===== src/rtl/fdft_pkg.sv =====
// Shared constants, handshake structs and DFT weight tables for the fundamental RMS meter.
`timescale 1ns / 1ps

package fdft_pkg;

    localparam int WINDOW_LENGTH = 24;
    localparam int SAMPLE_WIDTH  = 16;
    localparam int TAP_W         = 5;
    localparam int WEIGHT_W      = 18;
    localparam int RMS_W         = 24;

    localparam logic [RMS_W-1:0] RMS_MAX = '1;

    // 3072 = 3 << 10: bias and shift for the rounded scaling, then a divide by three
    localparam int ROUND_BIAS  = 1536;
    localparam int ROUND_SHIFT = 10;

    // final scaling: (mag * 2^16 + KBIAS) / KDIV, KDIV = round(1.414 * 2^16)
    localparam int               KDIV_W = 17;
    localparam logic [KDIV_W-1:0] KDIV  = 17'd92668;
    localparam logic [15:0]       KBIAS = 16'd46334;

    typedef struct packed {
        logic start;
        logic ack;
    } lane_ctrl_t;

    typedef struct packed {
        logic             done;
        logic [RMS_W-1:0] rms;
    } lane_status_t;

    // Q16 cosine of 15k degrees
    function automatic logic signed [WEIGHT_W-1:0] cos_weight(input logic [TAP_W-1:0] k);
        logic signed [WEIGHT_W-1:0] w;
        case (k)
            5'd0:    w = 18'sd65536;
            5'd1:    w = 18'sd63303;
            5'd2:    w = 18'sd56754;
            5'd3:    w = 18'sd46341;
            5'd4:    w = 18'sd32768;
            5'd5:    w = 18'sd16962;
            5'd6:    w = 18'sd0;
            5'd7:    w = -18'sd16962;
            5'd8:    w = -18'sd32768;
            5'd9:    w = -18'sd46341;
            5'd10:   w = -18'sd56754;
            5'd11:   w = -18'sd63303;
            5'd12:   w = -18'sd65536;
            5'd13:   w = -18'sd63303;
            5'd14:   w = -18'sd56754;
            5'd15:   w = -18'sd46341;
            5'd16:   w = -18'sd32768;
            5'd17:   w = -18'sd16962;
            5'd18:   w = 18'sd0;
            5'd19:   w = 18'sd16962;
            5'd20:   w = 18'sd32768;
            5'd21:   w = 18'sd46341;
            5'd22:   w = 18'sd56754;
            5'd23:   w = 18'sd63303;
            default: w = 18'sd0;
        endcase
        return w;
    endfunction

    // Q16 sine of 15k degrees, taken from the cosine table a quarter turn back
    function automatic logic signed [WEIGHT_W-1:0] sin_weight(input logic [TAP_W-1:0] k);
        logic [TAP_W-1:0] j;
        j = (k >= 5'd6) ? k - 5'd6 : k + 5'd18;
        return cos_weight(j);
    endfunction

endpackage


===== src/rtl/fdft_stream_if.sv =====


interface fdft_out_if ();
    logic                        valid;
    logic                        ready;
    logic [fdft_pkg::RMS_W-1:0]  chan0_rms;
    logic [fdft_pkg::RMS_W-1:0]  chan1_rms;

    modport source (output valid, output chan0_rms, output chan1_rms, input ready);
    modport sink   (input valid, input chan0_rms, input chan1_rms, output ready);
endinterface


===== src/rtl/fdft_merge.sv =====
// Merge stage: joins both lane results into one output transaction held in a register.
`timescale 1ns / 1ps

module fdft_merge (
    input  logic                   clk,
    input  logic                   rst_n,
    input  fdft_pkg::lane_status_t stat0,
    input  fdft_pkg::lane_status_t stat1,
    fdft_out_if.source             levels,
    output logic                   ack
);

    logic                       out_valid_reg, out_valid_next;
    logic [fdft_pkg::RMS_W-1:0] c0_reg, c1_reg;
    logic                       load;

    // load when both lanes are finished and the output slot is free or draining
    assign load = stat0.done && stat1.done && (!out_valid_reg || levels.ready);
    assign ack  = load;

    always_comb
    begin
        out_valid_next = out_valid_reg;
        if (load)
        begin
            out_valid_next = 1'b1;
        end
        else if (levels.ready)
        begin
            out_valid_next = 1'b0;
        end
    end

    always_ff @(posedge clk or negedge rst_n)
    begin
        if (!rst_n)
        begin
            out_valid_reg <= 1'b0;
        end
        else
        begin
            out_valid_reg <= out_valid_next;
        end
    end

    always_ff @(posedge clk)
    begin
        if (load)
        begin
            c0_reg <= stat0.rms;
            c1_reg <= stat1.rms;
        end
    end

    assign levels.valid     = out_valid_reg;
    assign levels.chan0_rms = c0_reg;
    assign levels.chan1_rms = c1_reg;

endmodule


===== src/flat_wrapper.sv =====
// flat-port wrapper written by rule: the top's interface ports become plain ports
module fdft_merge_flat 
  (clk, rst_n, stat0, stat1, ack, levels_valid, levels_chan0_rms, levels_chan1_rms, levels_ready);
  fdft_out_if levels_i ();
  input  logic clk;
  input  logic rst_n;
  input  fdft_pkg::lane_status_t stat0;
  input  fdft_pkg::lane_status_t stat1;
  output logic ack;
  output wire logic [$bits(levels_i.valid)-1:0] levels_valid;
  output wire logic [$bits(levels_i.chan0_rms)-1:0] levels_chan0_rms;
  output wire logic [$bits(levels_i.chan1_rms)-1:0] levels_chan1_rms;
  input wire logic [$bits(levels_i.ready)-1:0] levels_ready;
  assign levels_valid = levels_i.valid;
  assign levels_chan0_rms = levels_i.chan0_rms;
  assign levels_chan1_rms = levels_i.chan1_rms;
  assign levels_i.ready = levels_ready;
  fdft_merge u_core (.clk(clk), .rst_n(rst_n), .stat0(stat0), .stat1(stat1), .levels(levels_i), .ack(ack));
endmodule

===== config.mk =====
export PLATFORM = sky130hd
export DESIGN_NAME = fdft_merge_flat
export DESIGN_NICKNAME = d
export VERILOG_FILES = /design/src/rtl/fdft_pkg.sv /design/src/rtl/fdft_stream_if.sv /design/src/rtl/fdft_merge.sv /design/src/flat_wrapper.sv
export SDC_FILE = /design/constraint.sdc
export NUM_CORES = 1
export LEC_CHECK = 0
export BUFFER_PORTS_ARGS = -buffer_cell sky130_fd_sc_hd__buf_2
export CORE_MARGIN = 1.5
export CORE_UTILIZATION = 42
export CTS_BUF_LIST = sky130_fd_sc_hd__clkbuf_4 sky130_fd_sc_hd__clkbuf_8
export DETAILED_ROUTE_END_ITERATION = 12
export GPL_TIMING_DRIVEN = 0
export PLACE_DENSITY = 0.86
export SLEW_MARGIN = 5
export SYNTH_ARGS = -nofsm -noshare
export SYNTH_HDL_FRONTEND = slang
export SYNTH_SLANG_ARGS = --single-unit

===== constraint.sdc =====
create_clock -name clk -period 2.6 [get_ports clk]
set_input_delay 0.13 -clock clk [delete_from_list [all_inputs] [get_ports clk]]
set_output_delay 0.13 -clock clk [all_outputs]
set_load 0.03 [all_outputs]

==> results of run 1 <==
## registers in the layout, summed over array words and instances, names as in the netlist
register,cells
u_core.levels.valid,1
u_core.levels.chan0_rms,24
u_core.levels.chan1_rms,24
## cell usage in the layout, fill, tap and decap left out
master         count
inv_1              2
clkbuf_4           7
edfxtp_1          48
buf_2            102
nand2_1            1
o21ai_2            1
clkbuf_8           1
dfrtp_1            1
a21oi_4            1
dlygate4sd3_1     50
buf_16             1
## cells by family after synthesis
group | Yosys count | synth area share, %
DFF | 49 | 98.1
AOI/OAI and AO/OA | 2 | 1.17
buffers and inverters | 2 | 0.502
and+or+nand+nor | 1 | 0.251
## metal layers
layer | vias up | routed length, um | global-route usage, %
li1 | 532 | - | -
met1 | 564 | 1540 | 24.5
met2 | 83 | 2170 | 39.1
met3 | 8 | 444 | 10.1
met4 | 0 | 70 | 9.17
met5 | - | 0 | 0
## worst max-delay path, delay by kind of cell
family	cells	cell delay, ps
AO/OA/AOI/OAI	1	560
buffers and inverters	4	1050
## synth_stat cells
master     n
nand2_1    1
a21oi_2    1
edfxtp_1  48
dfrtp_1    1
o21ai_2    1
inv_1      2
## stage by stage
step | instances | instance area (um^2) | total power, uW | util, % | setup slack [ps]
floorplan | 54 | 1500 | 1020 | - | 49.7
global placement | 202 | 2060 | 1090 | 61.3 | 40.4
detailed placement | 203 | 2100 | 1100 | 62.4 | 1010
CTS | 261 | 2670 | 1520 | 79.2 | 733
global route | 261 | 2670 | 1580 | 79.2 | 626
finish | 261 | 2670 | 1520 | 79.2 | 719
## layout make-up
cell class                      count  area, um^2
Sequential cell                    49        1470
Timing Repair Buffer              153        1040
Fill cell                         204         698
Clock buffer                        8        66.3
Tap cell                           46        57.6
Multi-Input combinational cell      3        28.8
Inverter                            2        7.51
## where the power goes
| group | leakage (uW) | total (uW) | internal [uW] | switching (uW) |
|---|---|---|---|---|
| clock network | 0.0000394 | 378 | 155 | 223 |
| registers | 0.000459 | 919 | 908 | 11.7 |
| logic | 0.000641 | 226 | 104 | 122 |
## repair_timing
| item | 4_1_cts | 5_1_grt |
|---|---|---|
| endpoints found under the setup margin | 0 | 0 |
| hold endpoints to repair | 50 | 0 |
| hold buffers | 50 | 0 |
## final timing paths
path	cells past startpoint	slack [ps]	startpoint	to
max in group asynchronous	2	2430	rst_n	u_core.levels.valid$_DFFE_PN0P_
max reg2reg	2	1000	u_core.levels.valid$_DFFE_PN0P_	u_core.levels.chan0_rms[1]$_DFFE_PP_
min in group clk	3	90	stat1[24]	u_core.levels.valid$_DFFE_PN0P_
min reg2reg	2	620	u_core.levels.valid$_DFFE_PN0P_	u_core.levels.valid$_DFFE_PN0P_
max	5	720	levels_ready	ack
min	2	80	rst_n	u_core.levels.valid$_DFFE_PN0P_
==> metrics.md, run 1 <==
| Metric | Value |
|---|---|
| Status | `finished, final reports clean` |
| GPL Wtd Cong | `0.721` |
| Slowest library cell on the worst path | `a21oi_4` |
| Overflow after GRT | `0` |
| Post-CTS Resized | `0` |
| Critical path required time | `2470 ps` |
| Total track usage | `22.7%` |
| Worst Max-Slew Pin Slew | `683 ps` |
| Largest net degree at the start of global routing | `30` |
| Drt wl/cell | `16.2 um` |
| Synth cell types | `6` |
| Static leakage | `0.00114 uW` |
| Hold slack | `83.2 ps` |
| Critical-path maximum fanout | `21` |
| Initial antenna violation count | `0` |
| Postcts setup bufs | `0` |
| Syn Area/Cell | `27.7 um^2` |
| Worst min path class | `in -> async` |
| Kind of critical path | `in -> out` |
| DP HPWL | `2230 um` |
| CORE AREA | `3360 um^2` |
| I/O pin count | `103` |
| Hold Vio Cnt, Final | `0` |
| Syn nets | `107` |
| Initial DRC count | `38` |
| Drt total wl | `4220 um` |
| H-tree depth | `2` |
| Area growth syn-to-layout | `78.2%` |
| Largest area contributor in the netlist | `edfxtp_1` |
| Rows | `21` |
| First-pass GRT wire length | `6320 um` |
| Top cell type's share of synthesized area | `96.4%` |
| Ranking of synthesized cells by area | `edfxtp_1 96%, dfrtp_1 1.7%, a21oi_2 0.59%` |
| Drt drc | `0` |
| Max incr delay on CP | `560 ps` |
| Max Cap Viol | `0` |
| Nets | `267` |
| Synth Register Bits | `49` |
| Endpoints failing setup | `0` |
| Die area | `3930 um^2` |
| Slew HR | `54.3%` |
| CTS Buf Count | `5` |
| Setup TNS | `0 ps` |
| Root Driver | `clkbuf_4` |
| First drt pass iteration count | `4` |
| VDD IR max | `0.439 mV` |
| RSZ-0062 raised after global routing | `false` |
| Vias per cell | `4.55` |
| Worst Skew | `9.42 ps` |
| Startpoint Class | `primary input` |
| Total vias in the final route | `1,187` |
| Vias in the first global route | `1,281` |
| Synthesis Warnings | `0` |
| Worst-path cell chain | `dlygate4sd3_1 -> buf_2 -> inv_1 -> a21oi_4 -> buf_2` |
| Highest clock rate | `532 MHz` |
| Synthesized area | `1500 um^2` |
| Mapped Cells | `54` |
| TritonCTS clock tree | `done` |
| Clk buf depth | `2` |
| Antenna Nets Post-Route | `0` |
| Crit path arrival time | `1750 ps` |
| Reg clk slew, reported paths | `120 ps` |
| Power Density | `572 nW/um^2` |
| Die width | `62.7 um` |
| TritonCTS Sinks | `49` |
| Initial Util | `44.5%` |
| Crit. End Element | `output pin` |
| Critical path's most frequent cell | `buf_2` |
| Post-synthesis sequential area ratio | `98.1%` |
| Final Cycle Share | `72.3%` |
| Layout cells sized above 1 | `52.6%` |
| Die Ht | `62.7 um` |
| Port Buf Inserts | `102` |
| Clk_lat worst skew | `350 ps` |
| ANT cells | `0` |
| Min Tclk post-route | `1880 ps` |
| Slew Limit Fails | `0` |
Note: power is estimated with default switching activity, not from simulation.
==> run 2: changes to the inputs <==
Settings changed: CORE_UTILIZATION 42 to 38, PLACE_DENSITY 0.86 to 0.83.
Clock period 2.6 ns to 1.6 ns, I/O delays scaled along.
==> metrics.md, run 2 (same netlist as run 1, synthesis figures left out) <==
| Metric | Value |
|---|---|
| ANT cells | `0 (unchanged)` |
| Die width | `65.7 um (+4.9%)` |
| Drt total wl | `4750 um (+13%)` |
| Setup TNS | `0 ps (unchanged)` |
| Max incr delay on CP | `650 ps (+90 ps)` |
| Die area | `4320 um^2 (+10%)` |
| Largest net degree at the start of global routing | `26 (-13%)` |
| Crit path arrival time | `1450 ps (-300 ps)` |
| Worst Max-Slew Pin Slew | `759 ps (+75.7 ps)` |
| Critical R2R Launch | `u_core.levels.valid$_DFFE_PN0P_` |
| Worst-path cell chain | `a21oi_4` |
| Static leakage | `0.00117 uW (+2.4%)` |
| Max Cap Viol | `0 (unchanged)` |
| Status | `finished, final reports clean` |
| Total vias in the final route | `1,251 (+5.4%)` |
| Combinational Power Share | `12.8% (-2.0 points)` |
| Nets | `269 (+0.75%)` |
| Layout cells sized above 1 | `53.5% (+0.90 points)` |
| Area growth syn-to-layout | `83.8%` |
| RSZ-0062 raised after global routing | `false` |
| Root Driver | `clkbuf_8` |
| Critical path required time | `1530 ps (-940 ps)` |
| Drt wl/cell | `17.9 um (+11%)` |
| RR Endpoint | `u_core.levels.chan1_rms[12]$_DFFE_PP_` |
| Critical-path maximum fanout | `24 (+14%)` |
| CTS Buf Count | `5 (unchanged)` |
| VDD IR max | `1.16 mV (+160%)` |
| Worst Skew | `5.88 ps (-3.54 ps)` |
| GPL Wtd Cong | `0.723 (+0.35%)` |
| Most common cell after layout, fill and taps aside | `buf_2` |
| Clock power frac | `35.7% (+11 points)` |
| Die Ht | `65.7 um (+4.9%)` |
| Slowest library cell on the worst path | `a21oi_4` |
| Power Density | `1060 nW/um^2 (+85%)` |
| Crit. End Element | `register` |
| Switching Fraction | `22.3% (-1.2 points)` |
| Vias in the first global route | `1,337 (+4.4%)` |
| CORE AREA | `3720 um^2 (+10%)` |
| Port Buf Inserts | `102 (unchanged)` |
| Most frequent cells in the layout | `101 x buf_2, 50 x dlygate4sd3_1, 48 x edfxtp_1` |
| Placed insts | `204 (+0.49%)` |
| Reg clk slew, reported paths | `90 ps (-30 ps)` |
| R2R depth | `1 (-1)` |
| H-tree depth | `2 (unchanged)` |
| Kind of critical path | `reg -> reg` |
| CP bufs+invs | `0 (-4)` |
| DP HPWL | `2260 um (+1.4%)` |
| Total track usage | `23.1% (+0.31 points)` |
| FF+latch area | `1470 um^2 (about the same)` |
| Rows | `22 (+4.8%)` |
| Initial antenna violation count | `0 (unchanged)` |
| Initial DRC count | `84 (+120%)` |
| Clk buf depth | `2 (unchanged)` |
| Vias per cell | `4.72 (+3.8%)` |
| Int Power | `2260 uW (+94%)` |
| TritonCTS clock tree | `done` |
| Slew Limit Fails | `0 (unchanged)` |
| Hold Vio Cnt, Final | `0 (unchanged)` |
| Slew HR | `49.3% (-5.1 points)` |
| Antenna Nets Post-Route | `0 (unchanged)` |
| Non-filler instance count after layout | `265 (+1.5%)` |
| Highest clock rate | `660 MHz` |
| Overflow after GRT | `0 (unchanged)` |
| Clk_lat worst skew | `300 ps (-50 ps)` |
| Fillcell total | `214 (+4.9%)` |
| Startpoint Class | `register` |
| First-pass GRT wire length | `6800 um (+7.6%)` |
| P_sw | `649 uW (+82%)` |
| I/O pin count | `103 (unchanged)` |
| Worst min path class | `in -> async` |
| Hold slack | `81.9 ps (-1.36 ps)` |
| Sequential power share | `51.5% (-8.8 points)` |
| Drt drc | `0 (unchanged)` |
| Initial Util | `40.2% (-4.2 points)` |
| Final Cycle Share | `94.6%` |
| Min Tclk post-route | `1510 ps` |
| Multi-input gate area | `53.8 um^2 (+87%)` |
| Endpoints failing setup | `0 (unchanged)` |
| First drt pass iteration count | `4 (unchanged)` |
| Critical path's top delay family | `compound AO/OA/AOI/OAI gates` |
| Slack of the worst reg-to-reg path | `90 ps (-910 ps)` |
| TritonCTS Sinks | `49 (unchanged)` |
-- run 2: changes by cell type in the layout (fill, tap and decap cells not counted), sizes merged --
cell,before,now
bufinv,0,2
a21oi,1,3
clkbuf,8,5
clkinv,0,1
-- run 2: final cells by class --
cell class	instances	share of cell area, %
tap	48	2.19
multi-input combinational	5	1.96
clock buffer	5	2.50
inverter	2	0.273
timing repair buffer	153	37.3
clock inverter	3	2.37
sequential	49	53.4
-- run 2: power by group through the flow --
| stage | combinational (uW) | sequential (uW) | clock [uW] |
|---|---|---|---|
| final | 372 | 1500 | 1040 |
| after global routing | 392 | 1500 | 1110 |
| after CTS | 355 | 1490 | 1030 |
| after detailed placement | 256 | 1520 | 0 |
| after global placement | 248 | 1520 | 0 |
| after floorplan | 29.1 | 1630 | 0 |
-- run 2: per-layer routing --
layer	wire, um	GRT usage (%)
met5	0	0
met4	138	13.8
met3	465	6.16
met2	2410	38.1
met1	1730	26.7
-- run 2: stage by stage --
stage          total power, uW  utilization, %  area, um^2  setup slack (ps)
6_report                  2910            73.9        2750              85.6
5_1_grt                   3010            73.9        2750              16.1
2_1_floorplan             1660               -        1500              -306
3_3_place_gp              1770            55.8        2070              -309
3_5_place_dp              1780            55.8        2070              -405
4_1_cts                   2880            73.3        2720              -255
-- run 2: worst max-delay path by stage --
stage,endpoint,slack [ps],from,cells past startpoint
after detailed placement,ack,-410,u_core.levels.valid$_DFFE_PN0P_,2
after global placement,ack,-310,u_core.levels.valid$_DFFE_PN0P_,2
after CTS,u_core.levels.chan0_rms[18]$_DFFE_PP_,-250,u_core.levels.valid$_DFFE_PN0P_,1
final,u_core.levels.chan1_rms[12]$_DFFE_PP_,90,u_core.levels.valid$_DFFE_PN0P_,1
after floorplan,u_core.levels.chan0_rms[0]$_DFFE_PP_,-310,u_core.levels.valid$_DFFE_PN0P_,1
after global routing,u_core.levels.chan0_rms[18]$_DFFE_PP_,20,u_core.levels.valid$_DFFE_PN0P_,1
-- run 2: timing repair --
item / 4_1_cts / 5_1_grt
gates resized for setup: 2 / 0
hold endpoints to repair: 50 / 0
cloned: 1 / 1
endpoints found under the setup margin: 49 / 25
pin swaps: 1 / 1
buffers inserted: 0 / 1
hold buffers: 50 / 0
